`src/design/b64_pkg.sv`:
```
// ============================================================================
// b64_pkg
// Shared types, constants and the alphabet lookup for the base64 encoder.
// ============================================================================
package b64_pkg;

    // Input transaction: one raw byte of the message
    typedef struct packed {
        logic [7:0] data_byte;
        logic       last_byte;
    } t_in;

    // Output transaction: one encoded character
    typedef struct packed {
        logic [6:0] out_char;
        logic       last_char;
    } t_out;

    // One complete group: four sextets, pad flags per character, last mark
    typedef struct packed {
        logic [3:0][5:0] idx;
        logic [3:0]      pad;
        logic            last;
    } t_grp;

    // Handshake between the front end and the group queue
    typedef struct packed {
        logic push;
        t_grp grp;
    } t_push;

    localparam logic [6:0] PAD_CHAR = 7'h3d;

    localparam logic [1:0] POS_EMPTY = 2'd0;
    localparam logic [1:0] POS_ONE   = 2'd1;
    localparam logic [1:0] POS_TWO   = 2'd2;
    localparam logic [1:0] CHAR_LAST = 2'd3;

    // Map a sextet to its character in the standard alphabet
    function automatic logic [6:0] b64_char(input logic [5:0] v);
        logic [6:0] w;
        logic [6:0] c;
        w = {1'b0, v};
        if (v < 6'd26) begin
            c = w + 7'd65;
        end else if (v < 6'd52) begin
            c = w + 7'd71;
        end else if (v < 6'd62) begin
            c = w - 7'd4;
        end else if (v == 6'd62) begin
            c = 7'h2b;
        end else begin
            c = 7'h2f;
        end
        return c;
    endfunction

endpackage

```
`src/design/b64_front.sv`:
```
// ============================================================================
// b64_front
// Accepts raw bytes, holds the partial group and builds a group record
// whenever a group completes or the message ends.
// ============================================================================
module b64_front import b64_pkg::*; (
    input  logic  i_clk,
    input  logic  i_rst_n,
    input  logic  i_in_valid,
    input  t_in   i_in_data,
    output logic  o_in_stall,
    input  logic  i_full,
    output t_push o_push
);

    logic [1:0] r_pos, n_pos;
    logic [7:0] r_p0, n_p0;
    logic [7:0] r_p1, n_p1;
    logic       w_acc;
    logic [7:0] w_b;

    assign o_in_stall = i_full;
    assign w_acc      = i_in_valid & ~i_full;
    assign w_b        = i_in_data.data_byte;

    // Classify the byte and form the group record
    always_comb begin
        n_pos       = r_pos;
        n_p0        = r_p0;
        n_p1        = r_p1;
        o_push.push = 1'b0;
        o_push.grp  = '0;
        unique case (r_pos)
            POS_EMPTY: begin
                o_push.grp.idx[0] = w_b[7:2];
                o_push.grp.idx[1] = {w_b[1:0], 4'b0000};
                o_push.grp.pad    = 4'b1100;
                o_push.grp.last   = 1'b1;
                if (w_acc) begin
                    if (i_in_data.last_byte) begin
                        o_push.push = 1'b1;
                    end else begin
                        n_p0  = w_b;
                        n_pos = POS_ONE;
                    end
                end
            end
            POS_ONE: begin
                o_push.grp.idx[0] = r_p0[7:2];
                o_push.grp.idx[1] = {r_p0[1:0], w_b[7:4]};
                o_push.grp.idx[2] = {w_b[3:0], 2'b00};
                o_push.grp.pad    = 4'b1000;
                o_push.grp.last   = 1'b1;
                if (w_acc) begin
                    if (i_in_data.last_byte) begin
                        o_push.push = 1'b1;
                        n_pos       = POS_EMPTY;
                        n_p0        = '0;
                    end else begin
                        n_p1  = w_b;
                        n_pos = POS_TWO;
                    end
                end
            end
            default: begin
                o_push.grp.idx[0] = r_p0[7:2];
                o_push.grp.idx[1] = {r_p0[1:0], r_p1[7:4]};
                o_push.grp.idx[2] = {r_p1[3:0], w_b[7:6]};
                o_push.grp.idx[3] = w_b[5:0];
                o_push.grp.pad    = 4'b0000;
                o_push.grp.last   = i_in_data.last_byte;
                if (w_acc) begin
                    o_push.push = 1'b1;
                    n_pos       = POS_EMPTY;
                    n_p0        = '0;
                    n_p1        = '0;
                end
            end
        endcase
    end

    // Hold position and pending bytes
    always_ff @(posedge i_clk) begin
        if (!i_rst_n) begin
            r_pos <= POS_EMPTY;
            r_p0  <= '0;
            r_p1  <= '0;
        end else begin
            r_pos <= n_pos;
            r_p0  <= n_p0;
            r_p1  <= n_p1;
        end
    end

endmodule

```
`src/design/b64_queue.sv`:
```
// ============================================================================
// b64_queue
// Two-entry group queue between the front end and the character serializer.
// ============================================================================
module b64_queue import b64_pkg::*; (
    input  logic  i_clk,
    input  logic  i_rst_n,
    input  t_push i_push,
    output logic  o_full,
    output logic  o_valid,
    output t_grp  o_grp,
    input  logic  i_pop
);

    logic r_v0, n_v0;
    logic r_v1, n_v1;
    t_grp r_e0, n_e0;
    t_grp r_e1, n_e1;

    assign o_full  = r_v1;
    assign o_valid = r_v0;
    assign o_grp   = r_e0;

    // Advance on pop, then write into the first free slot
    always_comb begin
        n_v0 = r_v0;
        n_v1 = r_v1;
        n_e0 = r_e0;
        n_e1 = r_e1;
        if (i_pop) begin
            n_e0 = r_e1;
            n_v0 = r_v1;
            n_v1 = 1'b0;
        end
        if (i_push.push) begin
            if (!n_v0) begin
                n_e0 = i_push.grp;
                n_v0 = 1'b1;
            end else begin
                n_e1 = i_push.grp;
                n_v1 = 1'b1;
            end
        end
    end

    always_ff @(posedge i_clk) begin
        if (!i_rst_n) begin
            r_v0 <= 1'b0;
            r_v1 <= 1'b0;
        end else begin
            r_v0 <= n_v0;
            r_v1 <= n_v1;
        end
    end

    always_ff @(posedge i_clk) begin
        r_e0 <= n_e0;
        r_e1 <= n_e1;
    end

endmodule

```
`src/design/b64_back.sv`:
```
// ============================================================================
// b64_back
// Serializes the head group into four characters, one per cycle while the
// output is not stalled, through an output register.
// ============================================================================
module b64_back import b64_pkg::*; (
    input  logic i_clk,
    input  logic i_rst_n,
    input  logic i_valid,
    input  t_grp i_grp,
    output logic o_pop,
    output logic o_out_valid,
    output t_out o_out_data,
    input  logic i_out_stall
);

    logic [1:0] r_k;
    logic       r_vld;
    t_out       r_out;
    logic       w_load;
    t_out       w_nxt;

    assign w_load      = i_valid & (~r_vld | ~i_out_stall);
    assign o_pop       = w_load & (r_k == CHAR_LAST);
    assign o_out_valid = r_vld;
    assign o_out_data  = r_out;

    // Pick the character for the current slot
    always_comb begin
        w_nxt.out_char  = i_grp.pad[r_k] ? PAD_CHAR : b64_char(i_grp.idx[r_k]);
        w_nxt.last_char = i_grp.last & (r_k == CHAR_LAST);
    end

    // Advance the slot counter and hold the output while stalled
    always_ff @(posedge i_clk) begin
        if (!i_rst_n) begin
            r_k   <= '0;
            r_vld <= 1'b0;
        end else begin
            if (w_load) begin
                r_k   <= r_k + 2'd1;
                r_vld <= 1'b1;
            end else if (!i_out_stall) begin
                r_vld <= 1'b0;
            end
        end
    end

    always_ff @(posedge i_clk) begin
        if (w_load) begin
            r_out <= w_nxt;
        end
    end

endmodule

```
`src/design/base64_encoder.sv`:
```
// ============================================================================
// base64_encoder
// Streaming base64 encoder, standard alphabet with '=' padding.
// ============================================================================
// Input channel: one raw byte per transaction with a flag on the last byte
// of the message. Output channel: one ASCII character per transaction; the
// final character of a message carries last_char.
// Bytes that do not close a group are taken one per cycle while the queue
// is not full, and held in the front end. A closing byte (third of a group,
// or any last byte) writes a group record into a two-entry queue in the
// accept cycle. The back end sends four characters per group, one per cycle
// while the output is not stalled; after the closing byte is taken, the
// first is registered in a queue entry and then in the output register.
// Throughput is set by the single-character output port.
// The input stalls only while the group queue holds two records.
// A stall on the output holds the current character; the queue and the
// front end keep taking bytes until the queue fills.
// Synchronous reset empties the queue, drops the output and clears the
// group position; no clearing pass is needed.
// ============================================================================
module base64_encoder import b64_pkg::*; (
    input  logic i_clk,
    input  logic i_rst_n,
    input  logic i_in_valid,
    input  t_in  i_in_data,
    output logic o_in_stall,
    output logic o_out_valid,
    output t_out o_out_data,
    input  logic i_out_stall
);

    t_push w_push;
    logic  w_full;
    logic  w_q_vld;
    t_grp  w_q_grp;
    logic  w_pop;

    b64_front u_front (
        .i_clk      (i_clk),
        .i_rst_n    (i_rst_n),
        .i_in_valid (i_in_valid),
        .i_in_data  (i_in_data),
        .o_in_stall (o_in_stall),
        .i_full     (w_full),
        .o_push     (w_push)
    );

    b64_queue u_queue (
        .i_clk   (i_clk),
        .i_rst_n (i_rst_n),
        .i_push  (w_push),
        .o_full  (w_full),
        .o_valid (w_q_vld),
        .o_grp   (w_q_grp),
        .i_pop   (w_pop)
    );

    b64_back u_back (
        .i_clk       (i_clk),
        .i_rst_n     (i_rst_n),
        .i_valid     (w_q_vld),
        .i_grp       (w_q_grp),
        .o_pop       (w_pop),
        .o_out_valid (o_out_valid),
        .o_out_data  (o_out_data),
        .i_out_stall (i_out_stall)
    );

`ifndef SYNTH
    // Front end never writes a group into a full queue
    a_no_overflow: assert property (@(posedge i_clk) disable iff (!i_rst_n)
        w_push.push |-> !w_full)
        else $error("group written into full queue");

    // A last byte always closes a group
    a_last_closes: assert property (@(posedge i_clk) disable iff (!i_rst_n)
        (i_in_valid && !o_in_stall && i_in_data.last_byte) |-> w_push.push)
        else $error("last byte did not produce a group");

    // Retiring a group leaves its fourth character on the output
    a_pop_shows: assert property (@(posedge i_clk) disable iff (!i_rst_n)
        w_pop |=> o_out_valid)
        else $error("group retired without output");

    // Reset empties queue and output
    a_reset_idle: assert property (@(posedge i_clk)
        !i_rst_n |=> (!o_out_valid && !w_q_vld))
        else $error("state left after reset");
`endif

endmodule
```
`config.mk`:
```
export PLATFORM = sky130hd
export DESIGN_NAME = base64_encoder
export DESIGN_NICKNAME = d
export VERILOG_FILES = /design/src/design/b64_pkg.sv /design/src/design/b64_front.sv /design/src/design/b64_queue.sv /design/src/design/b64_back.sv /design/src/design/base64_encoder.sv
export SDC_FILE = /design/constraint.sdc
export NUM_CORES = 1
export LEC_CHECK = 0
export ABC_AREA = 1
export BUFFER_PORTS_ARGS = -buffer_cell sky130_fd_sc_hd__clkbuf_2
export CORE_ASPECT_RATIO = 1.25
export CORE_MARGIN = 5
export CORE_UTILIZATION = 60
export CTS_BUF_LIST = sky130_fd_sc_hd__clkbuf_4 sky130_fd_sc_hd__clkbuf_8 sky130_fd_sc_hd__clkbuf_16
export DETAILED_ROUTE_END_ITERATION = 8
export PLACE_DENSITY = 0.77
export SLEW_MARGIN = 20
export SYNTH_ARGS = -nofsm -noshare
export SYNTH_HDL_FRONTEND = slang
export SYNTH_HIERARCHICAL = 1
export SYNTH_SLANG_ARGS = --single-unit
```
`constraint.sdc`:
```
create_clock -name i_clk -period 2.9 [get_ports i_clk]
set_clock_uncertainty 0.1 [all_clocks]
set_input_delay 0.29 -clock i_clk [delete_from_list [all_inputs] [get_ports i_clk]]
set_output_delay 0.29 -clock i_clk [all_outputs]
set_load 0.02 [all_outputs]
```
==> impl_results.md, run 1 <==
* Iter 0 DRT Violations at approximately 320
* Crit-path leading delay family: simple AND/OR/NAND/NOR gates
* Commonest cells in the netlist: 248 x nand2_1, 58 x nor2_1, 52 x dfxtp_1, 51 x inv_1, 47 x nand3_1
* Fin. max-slew vios at 0
* Final setup vio count at 0
* Clock-pin transition on the worst setup and hold timing paths at 90 ps
* Ys async rst share at 0%
* Die ar. at ~9400 sq um
* Post-synthesis compound-gate area fraction at approximately 5.3%
* Fmax at 0.389 GHz
* Hold Path Class: input port to flip-flop
* Storage element area at around 2200 sq um
* Final Cycle Share at 88.6%
* Cell chain of the critical path: inv_2 > nand2_1 > nand3_2 > nand2_4 > inv_1 > ha_1 > a21oi_1 > xor2_1 > nand2_1 > nand2_1 > nand2_1 > nand3_1
* Routed length per instance at approximately 13 microns
* Ant diodes at 0
* Synth area leader: edfxtp_1
* RSZ-0062 raised after global routing: no
* Arrival time worst endpoint at 2580 ps
* Gr ovfl total at 0
* Reg-to-reg endpoint: u_back/o_out_data[5]
* Area delta synth->final at 6.35%
* Number of clock sinks at 89
* Die Ht at about 110 microns
* Leading post-synthesis cells by cell area: edfxtp_1 24%, dfxtp_1 23%, nand2_1 20%
* Design Area, Final at a little under 5000 sq um
* Post-CTS resize count at 0
* Status: finished clean
* Layout cells sized above 1 at a little over an eighth
* Tmin final at 2570 ps
* Worst path required time at approximately 2900 ps
* DRC viols at 0
* I/O pin count at 23
* CP Capture Type: flip-flop
* Critical Path Start: u_back/r_k[0]
* Core area at about 7400 sq um
* Register area share after synthesis at ~47%
* Drt total wl at roughly 9600 microns
* CP Launch Type: flip-flop
* Most used DFF post-synth: dfxtp_1
* R2R setup slack at about 330 ps
* Die Wd at 87.9 microns
* Yosys top cell area share at 24.4%
* Setup TNS at 0 ps
* Placer congestion estimate at ~0.9
* Initial Utilization at approximately three fifths
* Main combinational cell family by area after synthesis: simple AND/OR/NAND/NOR gates
* Root Buffer Master: clkbuf_8
* First-pass GRT wire length at ~16000 microns
* Total GRT Usage at 21.7%
* Clk_lat worst skew at 360 ps
* CTS Buf Count at 9
* Detailed Place HPWL at between 6000 and 7000 microns
* Max-cap violations at 0
* H-tree depth at 3
* Core Rows at 35
* Number of synthesized flops with an enable pin at 37
* Number of setup buffers added after CTS at 0
* VDD IR max at roughly 0.33 mV
* Placed instance area at between 4000 and 5000 sq um
* Power per Cell Area at roughly 650 nW/um^2
* Antenna viol nets, final at 0
* Vias at ~3.8k
* Number of antenna violations at the first check in global routing at 0
* Final Hold Viols at 0
* Count leader, synth: nand2_1
* TritonCTS clock tree: done
* Mapped Area at 4550 sq um
* R2r worst-path depth at 12
* Hold_buf cts at 0
* Ys Warns at 6
* CP peak stage delay at between 600 and 700 ps
* Post-synthesis xor/xnor area fraction at less than 1%
* Slew headroom at between 50% and 60%
* DR vias/cell at around 5.2
* Nets at between 600 and 700
* Area share of and/or/nand/nor cells after synthesis at 35.9%
* Filler cell count at 656
* Worst path depth at 12
* LEAKAGE at between 2 and 2.5 nW
* CP bufs+invs at 2
* Mux contribution to synthesized area at 0%
* Reg2reg start: u_back/r_k[0]
* Fraction of the mapped netlist area in adder cells at 1.65%
* Most frequent CP cell: nand2_1
* Synth cell types at 31
* DRT Pass-1 Iters at 5
* Clock Path Buffers at 2
* Multi-input combinational cell area at about 2000 sq um
* Vias in the first global route at about 3.5k
* Slew @ Worst Pin at 743 ps
* Largest net degree at the start of global routing at 31
* Maximum fanout along the worst path at 16
* Setup crit end: u_back/o_out_data[5]
* Buffers on Ports at 22
* Post-Synthesis Cells at 610
* Setup CP Type: flip-flop to flip-flop
* CP max-delay cell: dfxtp_1
* Seq cells post-synth at 89
* Avg Cell Area, Syn at between 7 and 8 sq um
-- registers in the layout, summed over array words and instances (netlist names) --
name and cells:
u_queue/o_full 1, u_back/o_out_valid 1, u_queue/o_grp 29, u_queue/o_valid 1
u_queue/r_e1 29, u_back/r_k 2, u_front/r_p0 8, u_front/r_p1 8
u_front/r_pos 2, u_back/o_out_data 8
-- placed cells by master (no fill, tap or decap), drive strengths merged --
cell type,instances
clkinv,2
dfxtp,52
nand2,259
o21ai,18
a21oi,9
nand3,56
nand4,1
inv,64
nor2,64
ha,6
buf,7
edfxtp,37
clkbuf,32
a21boi,3
conb,2
o21bai,8
a32oi,1
o22ai,2
xor2,3
clkinvlp,1
-- worst min-delay path by stage --
stage                         end  depth (start not counted)  slack (ps)             from
2_1_floorplan     u_queue/o_valid                          2         290          i_rst_n
3_3_place_gp      u_front/r_p1[0]                          2         370  u_front/r_p1[0]
3_5_place_dp      u_front/r_p1[6]                          2         370  u_front/r_p1[6]
4_1_cts        u_back/o_out_valid                          3         110      i_out_stall
5_1_grt          u_queue/r_e1[26]                          3         140     i_in_data[4]
6_report       u_back/o_out_valid                          3         120      i_out_stall
-- stage by stage --
stage	setup WS (ps)	util, %	power [mW]	hold slack (ps)	std cells
finish	331	65.4	3.14	116	719
global route	48.1	65.4	3.34	136	719
CTS	370	65.4	3.15	113	719
detailed placement	379	62.9	2.37	372	703
global placement	446	62.9	2.34	366	703
floorplan	664	-	2.19	288	611
-- final cells by class --
cell class,count,share of cell area [%]
flip-flops and latches,89,44.5
multi-input cells,432,41.1
clock buffers,10,2.72
well taps,92,2.38
clock inverters,6,1.06
inverters,61,4.89
repair buffers,29,3.36
-- layer usage --
| metal | global-route usage [%] | wire length, microns | vias to the layer above |
|---|---|---|---|
| met3 | 3.06 | 428 | 19 |
| met2 | 37.6 | 4920 | 115 |
| met4 | 9.65 | 229 | 0 |
| met1 | 26.4 | 4010 | 1711 |
| met5 | 0 | 0 | - |
| li1 | - | - | 1921 |
-- kinds of logic (layout without fill, tap and decap cells) --
family | count (synthesis) | count (layout)
AO/OA/AOI/OAI | 41 | 41
XOR/XNOR | 3 | 3
adder cells (fa/ha/maj) | 6 | 6
buffers and inverters | 90 | 106
flip-flops | 89 | 89
other | 1 | 2
AND/OR/NAND/NOR | 380 | 380
-- power breakdown --
group | internal, mW | total [mW] | switching (mW)
Combinational | 0.272 | 0.817 | 0.545
Sequential | 1.45 | 1.54 | 0.0867
Clock | 0.333 | 0.788 | 0.455
Total | 2.06 | 3.14 | 1.09
-- worst min-delay path, cell delays in order --
cell and delay, ps:
clkbuf_2 80, nand2_1 70, a21boi_0 80
Note: power is estimated with default switching activity, not from simulation.
==> run 2: changes to the inputs <==
CELL_PAD_IN_SITES_DETAIL_PLACEMENT = 1   (was not set)
CELL_PAD_IN_SITES_GLOBAL_PLACEMENT = 1   (was not set)
CORE_UTILIZATION = 45   (was 60)
PLACE_DENSITY = 0.78   (was 0.77)
==> impl_results.md, run 2 (synthesis results as in run 1) <==
* DRT Pass-1 Iters at 4 (-1)
* Area delta synth->final at 10.0%
* P_int at 2.41 mW (+17%)
* Slew headroom at 52.4% (+2.0 points)
* Core area at 10000 sq um (+35%)
* Reg power frac at 43.2% (-5.7 points)
* Design Area, Final at 5000 sq um (+3.5%)
* NetSw at 1.12 mW (+3.2%)
* Slew @ Worst Pin at 713 ps (-30.6 ps)
* Most common cell after layout, fill and taps aside: nand2_1
* Status: finished clean
* TritonCTS clock tree: done
* CP max-delay cell: dfxtp_1
* Max-cap violations at 0 (unchanged)
* Largest net degree at the start of global routing at 32 (+3.2%)
* Crit-path leading delay family: flip-flops
* Vias in the first global route at 4085 (+17%)
* Initial Utilization at 45.5% (-16 points)
* Maximum fanout along the worst path at 9 (-7)
* Antenna viol nets, final at 0 (unchanged)
* Iter 0 DRT Violations at 141 (-55%)
* Switching part of the total at 31.7% (-2.9 points)
* Number of antenna violations at the first check in global routing at 0 (unchanged)
* Most frequent cells in the layout: 248 x nand2_1, 57 x nor2_1, 52 x dfxtp_1, 51 x inv_1, 47 x nand3_1
* Core Util, Final at 50.0% (-15 points)
* Clock power share at 32.8% (+7.7 points)
* CP bufs+invs at 4 (+2)
* Hold Path Class: input port to flip-flop
* Fmax at 0.438 GHz (+13%)
* Non-filler cells, final at 757 (+5.3%)
* Drt total wl at 11600 microns (+21%)
* Clock-pin transition on the worst setup and hold timing paths at 60 ps (-30 ps)
* Buffers on Ports at 22 (unchanged)
* Hold_buf cts at 0 (unchanged)
* Number of setup buffers added after CTS at 0 (unchanged)
* DR vias/cell at 5.01 (-4.3%)
* Routed length per instance at 15.3 microns (+15%)
* CP Launch Type: flip-flop
* Vias at 3794 (+0.74%)
* Power per Cell Area at 706 nW/um^2 (+8.7%)
* Worst path required time at 2890 ps (-20 ps)
* CTS Buf Count at 9 (unchanged)
* Placer congestion estimate at 0.773 (-13%)
* Setup CP Type: flip-flop to flip-flop
* Power share of the combinational group at 24.0% (-2.0 points)
* Hold_ws at 124 ps (+8.39 ps)
* Die ar. at 12200 sq um (+30%)
* Number of clock sinks at 89 (unchanged)
* Root Buffer Master: clkbuf_16
* Die Ht at 122 microns (+14%)
* Ant diodes at 0 (unchanged)
* Setup WS pre-CTS at 583 ps (+203 ps)
* Clock Path Buffers at 2 (unchanged)
* Total Power at 3.53 mW (+13%)
* LEAKAGE at 2.43 nW (+2.5%)
* CP peak stage delay at 600 ps (-50 ps)
* Post-CTS resize count at 0 (unchanged)
* Total GRT Usage at 20.4% (-1.3 points)
* Setup TNS at 0 ps (unchanged)
* Clk_lat worst skew at 340 ps (-20 ps)
* Final Hold Viols at 0 (unchanged)
* CP Capture Type: flip-flop
* Core Rows at 41 (+17%)
* Final setup vio count at 0 (unchanged)
* Fin. max-slew vios at 0 (unchanged)
* Arrival time worst endpoint at 2280 ps (-300 ps)
* Die Wd at 99.9 microns (+14%)
* Detailed Place HPWL at 8570 microns (+24%)
* RSZ-0062 raised after global routing: no
* VDD IR max at 0.333 mV (-0.22%)
* Layout cells sized above 1 at 13.4% (+0.14 points)
* Final setup margin at 617 ps (+286 ps)
* Filler cell count at 1315 (+100%)
* Nets at 642 (+0.16%)
* Final Cycle Share at 78.7% (-9.9 points)
* Cell chain of the critical path: inv_4 > nand3_2 > nand2_4 > inv_1 > ha_1 > inv_1 > nand2_1 > nand2_1 > nand2_2 > inv_2 > a21oi_1 > nand2_1
* Placed instance area at 4710 sq um (+1.2%)
* I/O pin count at 23 (unchanged)
* Gr ovfl total at 0 (unchanged)
* Tmin final at 2280 ps (-286 ps)
* H-tree depth at 3 (unchanged)
* Most frequent CP cell: nand2_1
* DRC viols at 0 (unchanged)
* First-pass GRT wire length at 19500 microns (+21%)
* Placed Cells at 741 (+5.4%)
-- run 2: layout make-up --
type	count	area, sq um	share of cell area, %
Sequential cell	89	2150	43.0
Multi-Input combinational cell	432	1990	39.7
Clock buffer	11	240	4.80
Inverter	61	236	4.73
Timing Repair Buffer	30	170	3.40
Tap cell	129	161	3.23
Clock inverter	5	56.3	1.13
-- run 2: routing by layer --
metal / global-route usage, % / share of wire, % / routed length [microns] / vias up
li1: - / - / - / 1924
met1: 22.2 / 42 / 4850 / 1820
met2: 39.4 / 55 / 6340 / 40
met3: 3.92 / 2.6 / 304 / 10
met4: 6.06 / 1.1 / 123 / 0
met5: 0 / 0 / 0 / -
-- run 2: worst reg2reg max path, cell delays in order, from the launching register on --
cell and delay, ps:
dfxtp_1 600, inv_4 140, nand3_2 160, nand2_4 110
inv_1 90, ha_1 200, inv_1 100, nand2_1 70
nand2_1 50, nand2_2 140, inv_2 70, a21oi_1 120
nand2_1 70
-- run 2: power by group through the flow --
stage,sequential [mW],combinational [mW],clock (mW)
floorplan,1.55,0.645,0
global placement,1.55,0.824,0
detailed placement,1.55,0.859,0
CTS,1.53,0.867,1.19
global route,1.54,0.973,1.25
finish,1.53,0.849,1.16
-- run 2: worst paths after layout --
path / from / endpoint / slack [ps] / depth (start not counted)
worst max-delay path: u_back/r_k[1] / u_back/o_out_data[6] / 620 / 12
worst min-delay path: i_out_stall / u_back/o_out_valid / 120 / 3
worst min register to register: u_front/r_p1[0] / u_front/r_p1[0] / 390 / 2
worst max register to register: u_back/r_k[1] / u_back/o_out_data[6] / 620 / 12
